[src/rtl/cs4bc_pkg.sv]
`timescale 1ns / 1ps
// ----------------------------------------------------------------------------
// cs4bc_pkg - shared types and constants
// Widths, reset values, register indexes and the control state type for the
// circulant strength-4 balance check.
// ----------------------------------------------------------------------------
package cs4bc_pkg;

    localparam int DEF_MAX_LEN  = 24;
    localparam int DEF_MAX_ROWS = 12;

    localparam int IN_W      = 24;
    localparam int IN_TDATA_W  = 24;
    localparam int OUT_TDATA_W = 8;
    localparam int CFG_W     = 5;
    localparam int LEN_REG_W = 5;
    localparam int ROW_REG_W = 4;
    localparam int SUBSET_SIZE = 4;
    localparam int TUPLES    = 16;

    localparam logic [LEN_REG_W-1:0] LEN_RESET = 5'd8;
    localparam logic [ROW_REG_W-1:0] ROW_RESET = 4'd10;

    typedef enum logic {
        REG_VECTOR_LENGTH = 1'b0,
        REG_ROW_COUNT     = 1'b1
    } t_reg_index;

    typedef enum logic [1:0] {
        ST_IDLE,
        ST_RUN,
        ST_DRAIN,
        ST_DONE
    } t_state;

    typedef struct packed {
        logic issue;
        logic last;
    } t_seq_ctl;

    typedef struct packed {
        logic valid;
        logic ok;
        logic busy;
    } t_chk_status;

endpackage

[src/rtl/cs4bc_subset_seq.sv]
`timescale 1ns / 1ps
// ----------------------------------------------------------------------------
// cs4bc_subset_seq - 4-subset sequencer
// Walks all row subsets a<b<c<d in lexicographic order, one per cycle, and
// keeps the four rotated rows in step by single-position rotations.
// ----------------------------------------------------------------------------
module cs4bc_subset_seq #(
    parameter int MAX_LEN  = cs4bc_pkg::DEF_MAX_LEN,
    parameter int MAX_ROWS = cs4bc_pkg::DEF_MAX_ROWS,
    parameter int LW       = $clog2(MAX_LEN + 1),
    parameter int RW       = $clog2(MAX_ROWS + 1)
) (
    input  logic                i_clk,
    input  logic                i_rst_n,
    input  logic                i_start,
    input  logic [MAX_LEN-1:0]  i_vec,
    input  logic [LW-1:0]       i_len,
    input  logic [RW-1:0]       i_rows,
    output cs4bc_pkg::t_seq_ctl o_ctl,
    output logic [MAX_LEN-1:0]  o_ra,
    output logic [MAX_LEN-1:0]  o_rb,
    output logic [MAX_LEN-1:0]  o_rc,
    output logic [MAX_LEN-1:0]  o_rd
);

    function automatic logic [MAX_LEN-1:0] rot1(input logic [MAX_LEN-1:0] x,
                                                input logic [LW-1:0] len);
        logic [MAX_LEN-1:0] y;
        y = '0;
        for (int j = 0; j < MAX_LEN; j++) begin
            if (len != '0 && int'(len) - 1 == j) begin
                y[j] = x[0];
            end else if (j < MAX_LEN - 1) begin
                y[j] = x[(j + 1) % MAX_LEN];
            end else begin
                y[j] = 1'b0;
            end
        end
        return y;
    endfunction

    logic               r_active;
    logic [LW-1:0]      r_len;
    logic [RW-1:0]      r_k;
    logic [RW-1:0]      r_a, r_b, r_c, r_d;
    logic [MAX_LEN-1:0] r_ra, r_rb, r_rc, r_rd;

    logic               w_adv_d, w_adv_c, w_adv_b, w_adv_a, w_last;
    logic [MAX_LEN-1:0] w_s1, w_s2, w_s3;
    logic [MAX_LEN-1:0] w_c1, w_c2, w_b1, w_b2, w_b3, w_a1, w_a2, w_a3, w_a4;

    always_comb begin
        w_adv_d = int'(r_d) + 1 < int'(r_k);
        w_adv_c = int'(r_c) + 2 < int'(r_k);
        w_adv_b = int'(r_b) + 3 < int'(r_k);
        w_adv_a = int'(r_a) + 4 < int'(r_k);
        w_last  = !w_adv_d && !w_adv_c && !w_adv_b && !w_adv_a;

        w_s1 = rot1(i_vec, i_len);
        w_s2 = rot1(w_s1, i_len);
        w_s3 = rot1(w_s2, i_len);

        w_c1 = rot1(r_rc, r_len);
        w_c2 = rot1(w_c1, r_len);
        w_b1 = rot1(r_rb, r_len);
        w_b2 = rot1(w_b1, r_len);
        w_b3 = rot1(w_b2, r_len);
        w_a1 = rot1(r_ra, r_len);
        w_a2 = rot1(w_a1, r_len);
        w_a3 = rot1(w_a2, r_len);
        w_a4 = rot1(w_a3, r_len);
    end

    always_ff @(posedge i_clk) begin
        if (!i_rst_n) begin
            r_active <= 1'b0;
        end else if (i_start) begin
            r_active <= 1'b1;
        end else if (r_active && w_last) begin
            r_active <= 1'b0;
        end
    end

    always_ff @(posedge i_clk) begin
        if (i_start) begin
            r_len <= i_len;
            r_k   <= i_rows;
            r_a   <= RW'(0);
            r_b   <= RW'(1);
            r_c   <= RW'(2);
            r_d   <= RW'(3);
            r_ra  <= i_vec;
            r_rb  <= w_s1;
            r_rc  <= w_s2;
            r_rd  <= w_s3;
        end else if (r_active) begin
            if (w_adv_d) begin
                r_d  <= r_d + 1'b1;
                r_rd <= rot1(r_rd, r_len);
            end else if (w_adv_c) begin
                r_c  <= r_c + 1'b1;
                r_d  <= r_c + RW'(2);
                r_rc <= w_c1;
                r_rd <= w_c2;
            end else if (w_adv_b) begin
                r_b  <= r_b + 1'b1;
                r_c  <= r_b + RW'(2);
                r_d  <= r_b + RW'(3);
                r_rb <= w_b1;
                r_rc <= w_b2;
                r_rd <= w_b3;
            end else if (w_adv_a) begin
                r_a  <= r_a + 1'b1;
                r_b  <= r_a + RW'(2);
                r_c  <= r_a + RW'(3);
                r_d  <= r_a + RW'(4);
                r_ra <= w_a1;
                r_rb <= w_a2;
                r_rc <= w_a3;
                r_rd <= w_a4;
            end
        end
    end

    assign o_ctl.issue = r_active;
    assign o_ctl.last  = w_last;
    assign o_ra = r_ra;
    assign o_rb = r_rb;
    assign o_rc = r_rc;
    assign o_rd = r_rd;

endmodule

[src/rtl/cs4bc_hist_check.sv]
`timescale 1ns / 1ps
// ----------------------------------------------------------------------------
// cs4bc_hist_check - tuple histogram and spread check
// Three-stage unit: 16 column-parallel tuple counts, grouped min/max, then
// final min/max and the spread-at-most-one test. Takes one subset per cycle.
// ----------------------------------------------------------------------------
module cs4bc_hist_check #(
    parameter int MAX_LEN = cs4bc_pkg::DEF_MAX_LEN,
    parameter int CW      = $clog2(MAX_LEN + 1)
) (
    input  logic                   i_clk,
    input  logic                   i_rst_n,
    input  logic                   i_valid,
    input  logic [MAX_LEN-1:0]     i_ra,
    input  logic [MAX_LEN-1:0]     i_rb,
    input  logic [MAX_LEN-1:0]     i_rc,
    input  logic [MAX_LEN-1:0]     i_rd,
    input  logic [MAX_LEN-1:0]     i_mask,
    output cs4bc_pkg::t_chk_status o_status
);

    localparam int NT = cs4bc_pkg::TUPLES;
    localparam int NG = 4;

    logic          r_v1, r_v2, r_v3;
    logic [CW-1:0] r_cnt  [NT];
    logic [CW-1:0] r_gmin [NG];
    logic [CW-1:0] r_gmax [NG];
    logic          r_ok;

    logic [CW-1:0] n_cnt  [NT];
    logic [CW-1:0] n_gmin [NG];
    logic [CW-1:0] n_gmax [NG];
    logic [CW-1:0] w_min, w_max;
    logic          n_ok;

    always_comb begin
        logic [MAX_LEN-1:0] m;
        logic [3:0]         t;
        for (int i = 0; i < NT; i++) begin
            t = 4'(i);
            m = ~(i_ra ^ {MAX_LEN{t[3]}}) & ~(i_rb ^ {MAX_LEN{t[2]}}) &
                ~(i_rc ^ {MAX_LEN{t[1]}}) & ~(i_rd ^ {MAX_LEN{t[0]}}) & i_mask;
            n_cnt[i] = CW'($countones(m));
        end
    end

    always_comb begin
        for (int g = 0; g < NG; g++) begin
            n_gmin[g] = r_cnt[g*NG];
            n_gmax[g] = r_cnt[g*NG];
            for (int e = 1; e < NG; e++) begin
                if (r_cnt[g*NG+e] < n_gmin[g]) n_gmin[g] = r_cnt[g*NG+e];
                if (r_cnt[g*NG+e] > n_gmax[g]) n_gmax[g] = r_cnt[g*NG+e];
            end
        end
    end

    always_comb begin
        w_min = r_gmin[0];
        w_max = r_gmax[0];
        for (int g = 1; g < NG; g++) begin
            if (r_gmin[g] < w_min) w_min = r_gmin[g];
            if (r_gmax[g] > w_max) w_max = r_gmax[g];
        end
        n_ok = (w_max - w_min) <= CW'(1);
    end

    always_ff @(posedge i_clk) begin
        if (!i_rst_n) begin
            r_v1 <= 1'b0;
            r_v2 <= 1'b0;
            r_v3 <= 1'b0;
        end else begin
            r_v1 <= i_valid;
            r_v2 <= r_v1;
            r_v3 <= r_v2;
        end
    end

    always_ff @(posedge i_clk) begin
        r_cnt  <= n_cnt;
        r_gmin <= n_gmin;
        r_gmax <= n_gmax;
        r_ok   <= n_ok;
    end

    assign o_status.valid = r_v3;
    assign o_status.ok    = r_ok;
    assign o_status.busy  = r_v1 | r_v2 | r_v3;

endmodule

[src/rtl/circulant_strength4_balance_check_unit.sv]
`timescale 1ns / 1ps
// ----------------------------------------------------------------------------
// circulant_strength4_balance_check_unit - strength-4 balance check
// The sequencer walks the 4-row subsets of the k effective rows (none when
// k < 4), one subset per cycle through the shared histogram unit. A new item
// is accepted only after the previous result has been loaded into the output
// register, which waits while a previous result is untaken. Reset (synchronous,
// active low) clears control and loads vector_length = 8 and row_count = 10.
// ----------------------------------------------------------------------------
module circulant_strength4_balance_check_unit #(
    parameter int MAX_LEN  = cs4bc_pkg::DEF_MAX_LEN,
    parameter int MAX_ROWS = cs4bc_pkg::DEF_MAX_ROWS
) (
    input  logic                                i_clk,
    input  logic                                i_rst_n,
    input  logic                                i_cfg_we,
    input  logic                                i_cfg_index,
    input  logic [cs4bc_pkg::CFG_W-1:0]         i_cfg_data,
    input  logic                                i_s_axis_tvalid,
    output logic                                o_s_axis_tready,
    // [23:0] candidate_vector
    input  logic [cs4bc_pkg::IN_TDATA_W-1:0]    i_s_axis_tdata,
    output logic                                o_m_axis_tvalid,
    input  logic                                i_m_axis_tready,
    // [0] balanced, [7:1] zero
    output logic [cs4bc_pkg::OUT_TDATA_W-1:0]   o_m_axis_tdata
);

    localparam int LW = $clog2(MAX_LEN + 1);
    localparam int RW = $clog2(MAX_ROWS + 1);

    cs4bc_pkg::t_state                 r_state, n_state;
    logic [cs4bc_pkg::LEN_REG_W-1:0]   r_vector_length;
    logic [cs4bc_pkg::ROW_REG_W-1:0]   r_row_count;
    logic [MAX_LEN-1:0]                r_mask;
    logic                              r_ok, n_ok;
    logic                              r_out_valid, n_out_valid;
    logic                              r_out_bal, n_out_bal;

    logic [LW-1:0]          w_len;
    logic [RW-1:0]          w_rows;
    logic [MAX_LEN-1:0]     w_mask, w_vec;
    logic                   w_accept, w_start;
    cs4bc_pkg::t_seq_ctl    w_seq_ctl;
    cs4bc_pkg::t_chk_status w_chk;
    logic [MAX_LEN-1:0]     w_ra, w_rb, w_rc, w_rd;

    always_ff @(posedge i_clk) begin
        if (!i_rst_n) begin
            r_vector_length <= cs4bc_pkg::LEN_RESET;
            r_row_count     <= cs4bc_pkg::ROW_RESET;
        end else if (i_cfg_we) begin
            case (cs4bc_pkg::t_reg_index'(i_cfg_index))
                cs4bc_pkg::REG_VECTOR_LENGTH: begin
                    r_vector_length <= i_cfg_data[cs4bc_pkg::LEN_REG_W-1:0];
                end
                cs4bc_pkg::REG_ROW_COUNT: begin
                    r_row_count <= i_cfg_data[cs4bc_pkg::ROW_REG_W-1:0];
                end
                default: begin
                end
            endcase
        end
    end

    always_comb begin
        w_len  = (int'(r_vector_length) > MAX_LEN) ? LW'(MAX_LEN) : LW'(r_vector_length);
        w_rows = (int'(r_row_count) > MAX_ROWS) ? RW'(MAX_ROWS) : RW'(r_row_count);
        for (int j = 0; j < MAX_LEN; j++) begin
            w_mask[j] = j < int'(w_len);
            w_vec[j]  = (j < cs4bc_pkg::IN_W) ?
                        i_s_axis_tdata[j % cs4bc_pkg::IN_W] & w_mask[j] : 1'b0;
        end
    end

    assign o_s_axis_tready = (r_state == cs4bc_pkg::ST_IDLE);
    assign w_accept = i_s_axis_tvalid && o_s_axis_tready;
    assign w_start  = w_accept && int'(w_rows) >= cs4bc_pkg::SUBSET_SIZE;

    cs4bc_subset_seq #(
        .MAX_LEN (MAX_LEN),
        .MAX_ROWS(MAX_ROWS),
        .LW      (LW),
        .RW      (RW)
    ) u_seq (
        .i_clk  (i_clk),
        .i_rst_n(i_rst_n),
        .i_start(w_start),
        .i_vec  (w_vec),
        .i_len  (w_len),
        .i_rows (w_rows),
        .o_ctl  (w_seq_ctl),
        .o_ra   (w_ra),
        .o_rb   (w_rb),
        .o_rc   (w_rc),
        .o_rd   (w_rd)
    );

    cs4bc_hist_check #(
        .MAX_LEN(MAX_LEN),
        .CW     (LW)
    ) u_check (
        .i_clk   (i_clk),
        .i_rst_n (i_rst_n),
        .i_valid (w_seq_ctl.issue),
        .i_ra    (w_ra),
        .i_rb    (w_rb),
        .i_rc    (w_rc),
        .i_rd    (w_rd),
        .i_mask  (r_mask),
        .o_status(w_chk)
    );

    always_ff @(posedge i_clk) begin
        if (w_accept) begin
            r_mask <= w_mask;
        end
    end

    always_ff @(posedge i_clk) begin
        if (!i_rst_n) begin
            r_state     <= cs4bc_pkg::ST_IDLE;
            r_ok        <= 1'b1;
            r_out_valid <= 1'b0;
            r_out_bal   <= 1'b0;
        end else begin
            r_state     <= n_state;
            r_ok        <= n_ok;
            r_out_valid <= n_out_valid;
            r_out_bal   <= n_out_bal;
        end
    end

    always_comb begin
        n_state     = r_state;
        n_ok        = r_ok;
        n_out_valid = r_out_valid;
        n_out_bal   = r_out_bal;
        if (r_out_valid && i_m_axis_tready) begin
            n_out_valid = 1'b0;
        end
        if (w_chk.valid && !w_chk.ok) begin
            n_ok = 1'b0;
        end
        case (r_state)
            cs4bc_pkg::ST_IDLE: begin
                if (w_accept) begin
                    n_ok    = 1'b1;
                    n_state = w_start ? cs4bc_pkg::ST_RUN : cs4bc_pkg::ST_DONE;
                end
            end
            cs4bc_pkg::ST_RUN: begin
                if (w_seq_ctl.issue && w_seq_ctl.last) begin
                    n_state = cs4bc_pkg::ST_DRAIN;
                end
            end
            cs4bc_pkg::ST_DRAIN: begin
                if (!w_chk.busy) begin
                    n_state = cs4bc_pkg::ST_DONE;
                end
            end
            cs4bc_pkg::ST_DONE: begin
                if (!r_out_valid || i_m_axis_tready) begin
                    n_out_valid = 1'b1;
                    n_out_bal   = r_ok;
                    n_state     = cs4bc_pkg::ST_IDLE;
                end
            end
            default: begin
                n_state = cs4bc_pkg::ST_IDLE;
            end
        endcase
    end

    assign o_m_axis_tvalid = r_out_valid;
    assign o_m_axis_tdata  = {{(cs4bc_pkg::OUT_TDATA_W-1){1'b0}}, r_out_bal};

endmodule

[config.mk]
export PLATFORM = sky130hd
export DESIGN_NAME = circulant_strength4_balance_check_unit
export DESIGN_NICKNAME = d
export VERILOG_FILES = /design/src/rtl/cs4bc_pkg.sv /design/src/rtl/cs4bc_subset_seq.sv /design/src/rtl/cs4bc_hist_check.sv /design/src/rtl/circulant_strength4_balance_check_unit.sv
export SDC_FILE = /design/constraint.sdc
export NUM_CORES = 2
export LEC_CHECK = 0
export ABC_AREA = 1
export BUFFER_PORTS_ARGS = -buffer_cell sky130_fd_sc_hd__buf_4
export CAP_MARGIN = 25
export CORE_MARGIN = 10
export CORE_UTILIZATION = 55
export DETAILED_ROUTE_END_ITERATION = 8
export GPL_ROUTABILITY_DRIVEN = 0
export PLACE_DENSITY = 0.74
export SYNTH_ARGS = -nofsm -noshare
export SYNTH_HDL_FRONTEND = slang
export SYNTH_SLANG_ARGS = --single-unit
export TNS_END_PERCENT = 10
[constraint.sdc]
create_clock -name i_clk -period 6.6 [get_ports i_clk]
set_input_delay 0.33 -clock i_clk [delete_from_list [all_inputs] [get_ports i_clk]]
set_output_delay 0.33 -clock i_clk [all_outputs]
set_load 0.005 [all_outputs]
==> flow_summary.ini <==
[setup_path]
cp_data_required_time_ps = 7080
r2r-start = u_seq.o_rd[0]
worstSetupPathType = flip-flop to flip-flop
worst_setup_path_end_kind = flip-flop
critPathMaxFanout = 13
cp-start-kind = flip-flop
rrSetupSlack_ps = 980
cp.arrival_ps = 6110
setup.worst_path.start = u_seq.o_rd[0]

[yosys]
synth-seq-area-share_pct = 21.17
synth_edf_count = 129
synthCells = 4269
synth_common_cells = nand2_1 (788), inv_1 (704), nor2_1 (542)
syn_area_um2 = 32950
synthArstFlopShare_pct = 0
synth_most_common_cell = nand2_1
syn_avg_cell_area_um2 = 7.718
synth_cell_types = 57
ys_warn_count = 0
yosys.area.top_type_share_pct = 18.59
synthTopCellsByArea = fa_1 (19%), ha_1 (17%), edfxtp_1 (12%)
synth-seq-cells = 284
synth_area_leader_cell = fa_1
synth_flop_cell = dfxtp_1

[placement]
dp_hpwl_um = 88030
numPortBuffers = 37
dp_slack_ps = 1214

[floorplan]
core.rowCount = 89
dieHeight_um = 264.8
dieArea_um2 = 70100
io_pins = 45
die_w_um = 264.8
start_util_pct = 55.72
core_um2 = 59130

[routing]
wl_per_cell_um = 21.76
routed-via-count = 30080
drtIter0Drc = 3735
vias_per_cell = 5.925
finalWirelength_um = 110500
dr.pass1.iters = 9
antenna_left = 0
drc = 5

[timing]
slew_headroom_pct = 29.31
finalSetupViolCount = 0
rsz0062_at_grt = false
min_period_ps = 5625
finClkSkew_ps = 39.04
fin_crit_sh_pct = 85.22
setup-tns-final_ps = 0
hold_viol = 0
clock.fmax_mhz = 177.8
worstMarginPinSlew_ps = 1058
setup_ws_ps = 975.2
drv_slew = 0

[global_route]
grt_overflow_total = 0
grt_pass1_vias = 28730
grt_util_all_layers_pct = 30.93
grt_max_degree = 83
grt_pass1_wl_um = 165800
grt_antenna_before_repair = 2

[clock_tree]
clk_latency_ps = 600
clk_pin_slew_ps = 60
cts_buffers = 35
cts_root_buf = clkbuf_16
clock_path_buffers = 3
tritoncts = done
htreeDepth = 2
cts_sinks = 284

[status]
outcome = finished, violations left
failed_checks = design-rule violations

[final_layout]
nets = 5056
area_growth_pct = 6.630
layout-drive-gt1-share_pct = 3.905

[worst_hold_path]
holdCritStartpoint = i_s_axis_tvalid
hold_class = input port to flip-flop

[run]
drv_cap = 0
==> flip-flops by register name, summed over array words and instances (netlist names), 2 cells and up <==
signal,cells
u_seq.r_c,4
u_check.r_cnt,80
u_check.r_gmin,20
r_state,2
r_row_count,4
u_seq.r_a,4
u_check.r_gmax,20
u_seq.r_b,4
u_seq.o_ra,24
u_seq.o_rc,24
u_seq.o_rd,24
u_seq.o_rb,24
r_vector_length,5
u_seq.r_d,4
u_seq.r_len,5
u_seq.r_k,4
r_mask,24
==> critical path: stages (launching register included) <==
cell,delay (ps)
edfxtp_1,810
nand2_1,630
nor2_1,250
ha_1,270
fa_1,540
inv_1,60
fa_1,460
fa_1,520
fa_1,560
inv_1,60
fa_1,530
ha_1,180
inv_1,60
fa_1,380
xnor2_1,220
==> metal layers <==
layer  wire (um)  track usage [%]  vias up
li1            -                -    13820
met1       39390            35.97    13800
met2       46990            47.96     1933
met3       14940            10.92      525
met4        9144            20.17        2
met5          13                0        -
==> cells by family (layout without fill, tap and decap cells) <==
kind of cell | after synthesis | after routing | share of synthesized area (%)
xor+xnor | 44 | 44 | 1.170
fa+ha+maj | 745 | 745 | 35.26
mux | 1 | 1 | 0.03038
other cells | 1 | 9 | 0.01138
flops | 284 | 284 | 21.17
compound gates | 638 | 638 | 10.86
buf+inv | 821 | 848 | 9.702
simple gates | 1735 | 1735 | 21.79
==> cell type report <==
class                   instances  area [um2]
diodes                          2       5.005
flip-flops and latches        284        6977
well taps                     773       967.2
multi-input cells            3170       22820
clock buffers                  46       937.1
repair buffers                 65       520.5
inverters                     720        2708
clock inverters                17       198.9
fillers                      5354       24000
==> metrics by stage <==
step	std cells	hold slack (ps)	area (um2)	utilization [%]
2_1_floorplan	4275	407.1	32970	-
3_3_place_gp	5008	421.2	33930	57.38
3_5_place_dp	5009	417.6	33960	57.43
4_1_cts	5074	6.334	35110	59.38
5_1_grt	5075	34.61	35130	59.41
6_report	5077	8.054	35130	59.42
==> placed cells by master (no fill, tap or decap), types with 13 or more instances in the layout <==
master       n
xnor2_1     21
nand2_1    786
o21ai_0    281
ha_1       439
a211oi_1    23
nand3_1    329
edfxtp_1   129
inv_1      704
buf_4       61
clkbuf_16   35
fa_1       306
dfxtp_1    155
o21ai_1     22
nor3_1      13
nand4_1     22
o21a_1      27
a21oi_1    179
nor2_1     541
xor2_1      23
o211ai_1    50
==> worst paths after layout <==
path | cells after the start | end
min reg2reg | 2 | u_check.r_v3
max | 14 | u_check.r_cnt[23]
min | 3 | r_ok
max reg2reg | 14 | u_check.r_cnt[23]
==> timing repair <==
item	in CTS	in global routing
buffers inserted	0	0
hold buffers	2	0
endpoints found under the hold margin	3	0
gates resized for setup	0	0
Power is not shown: default switching activity piles up to over one toggle a cycle in this logic, so the estimate is an artifact.
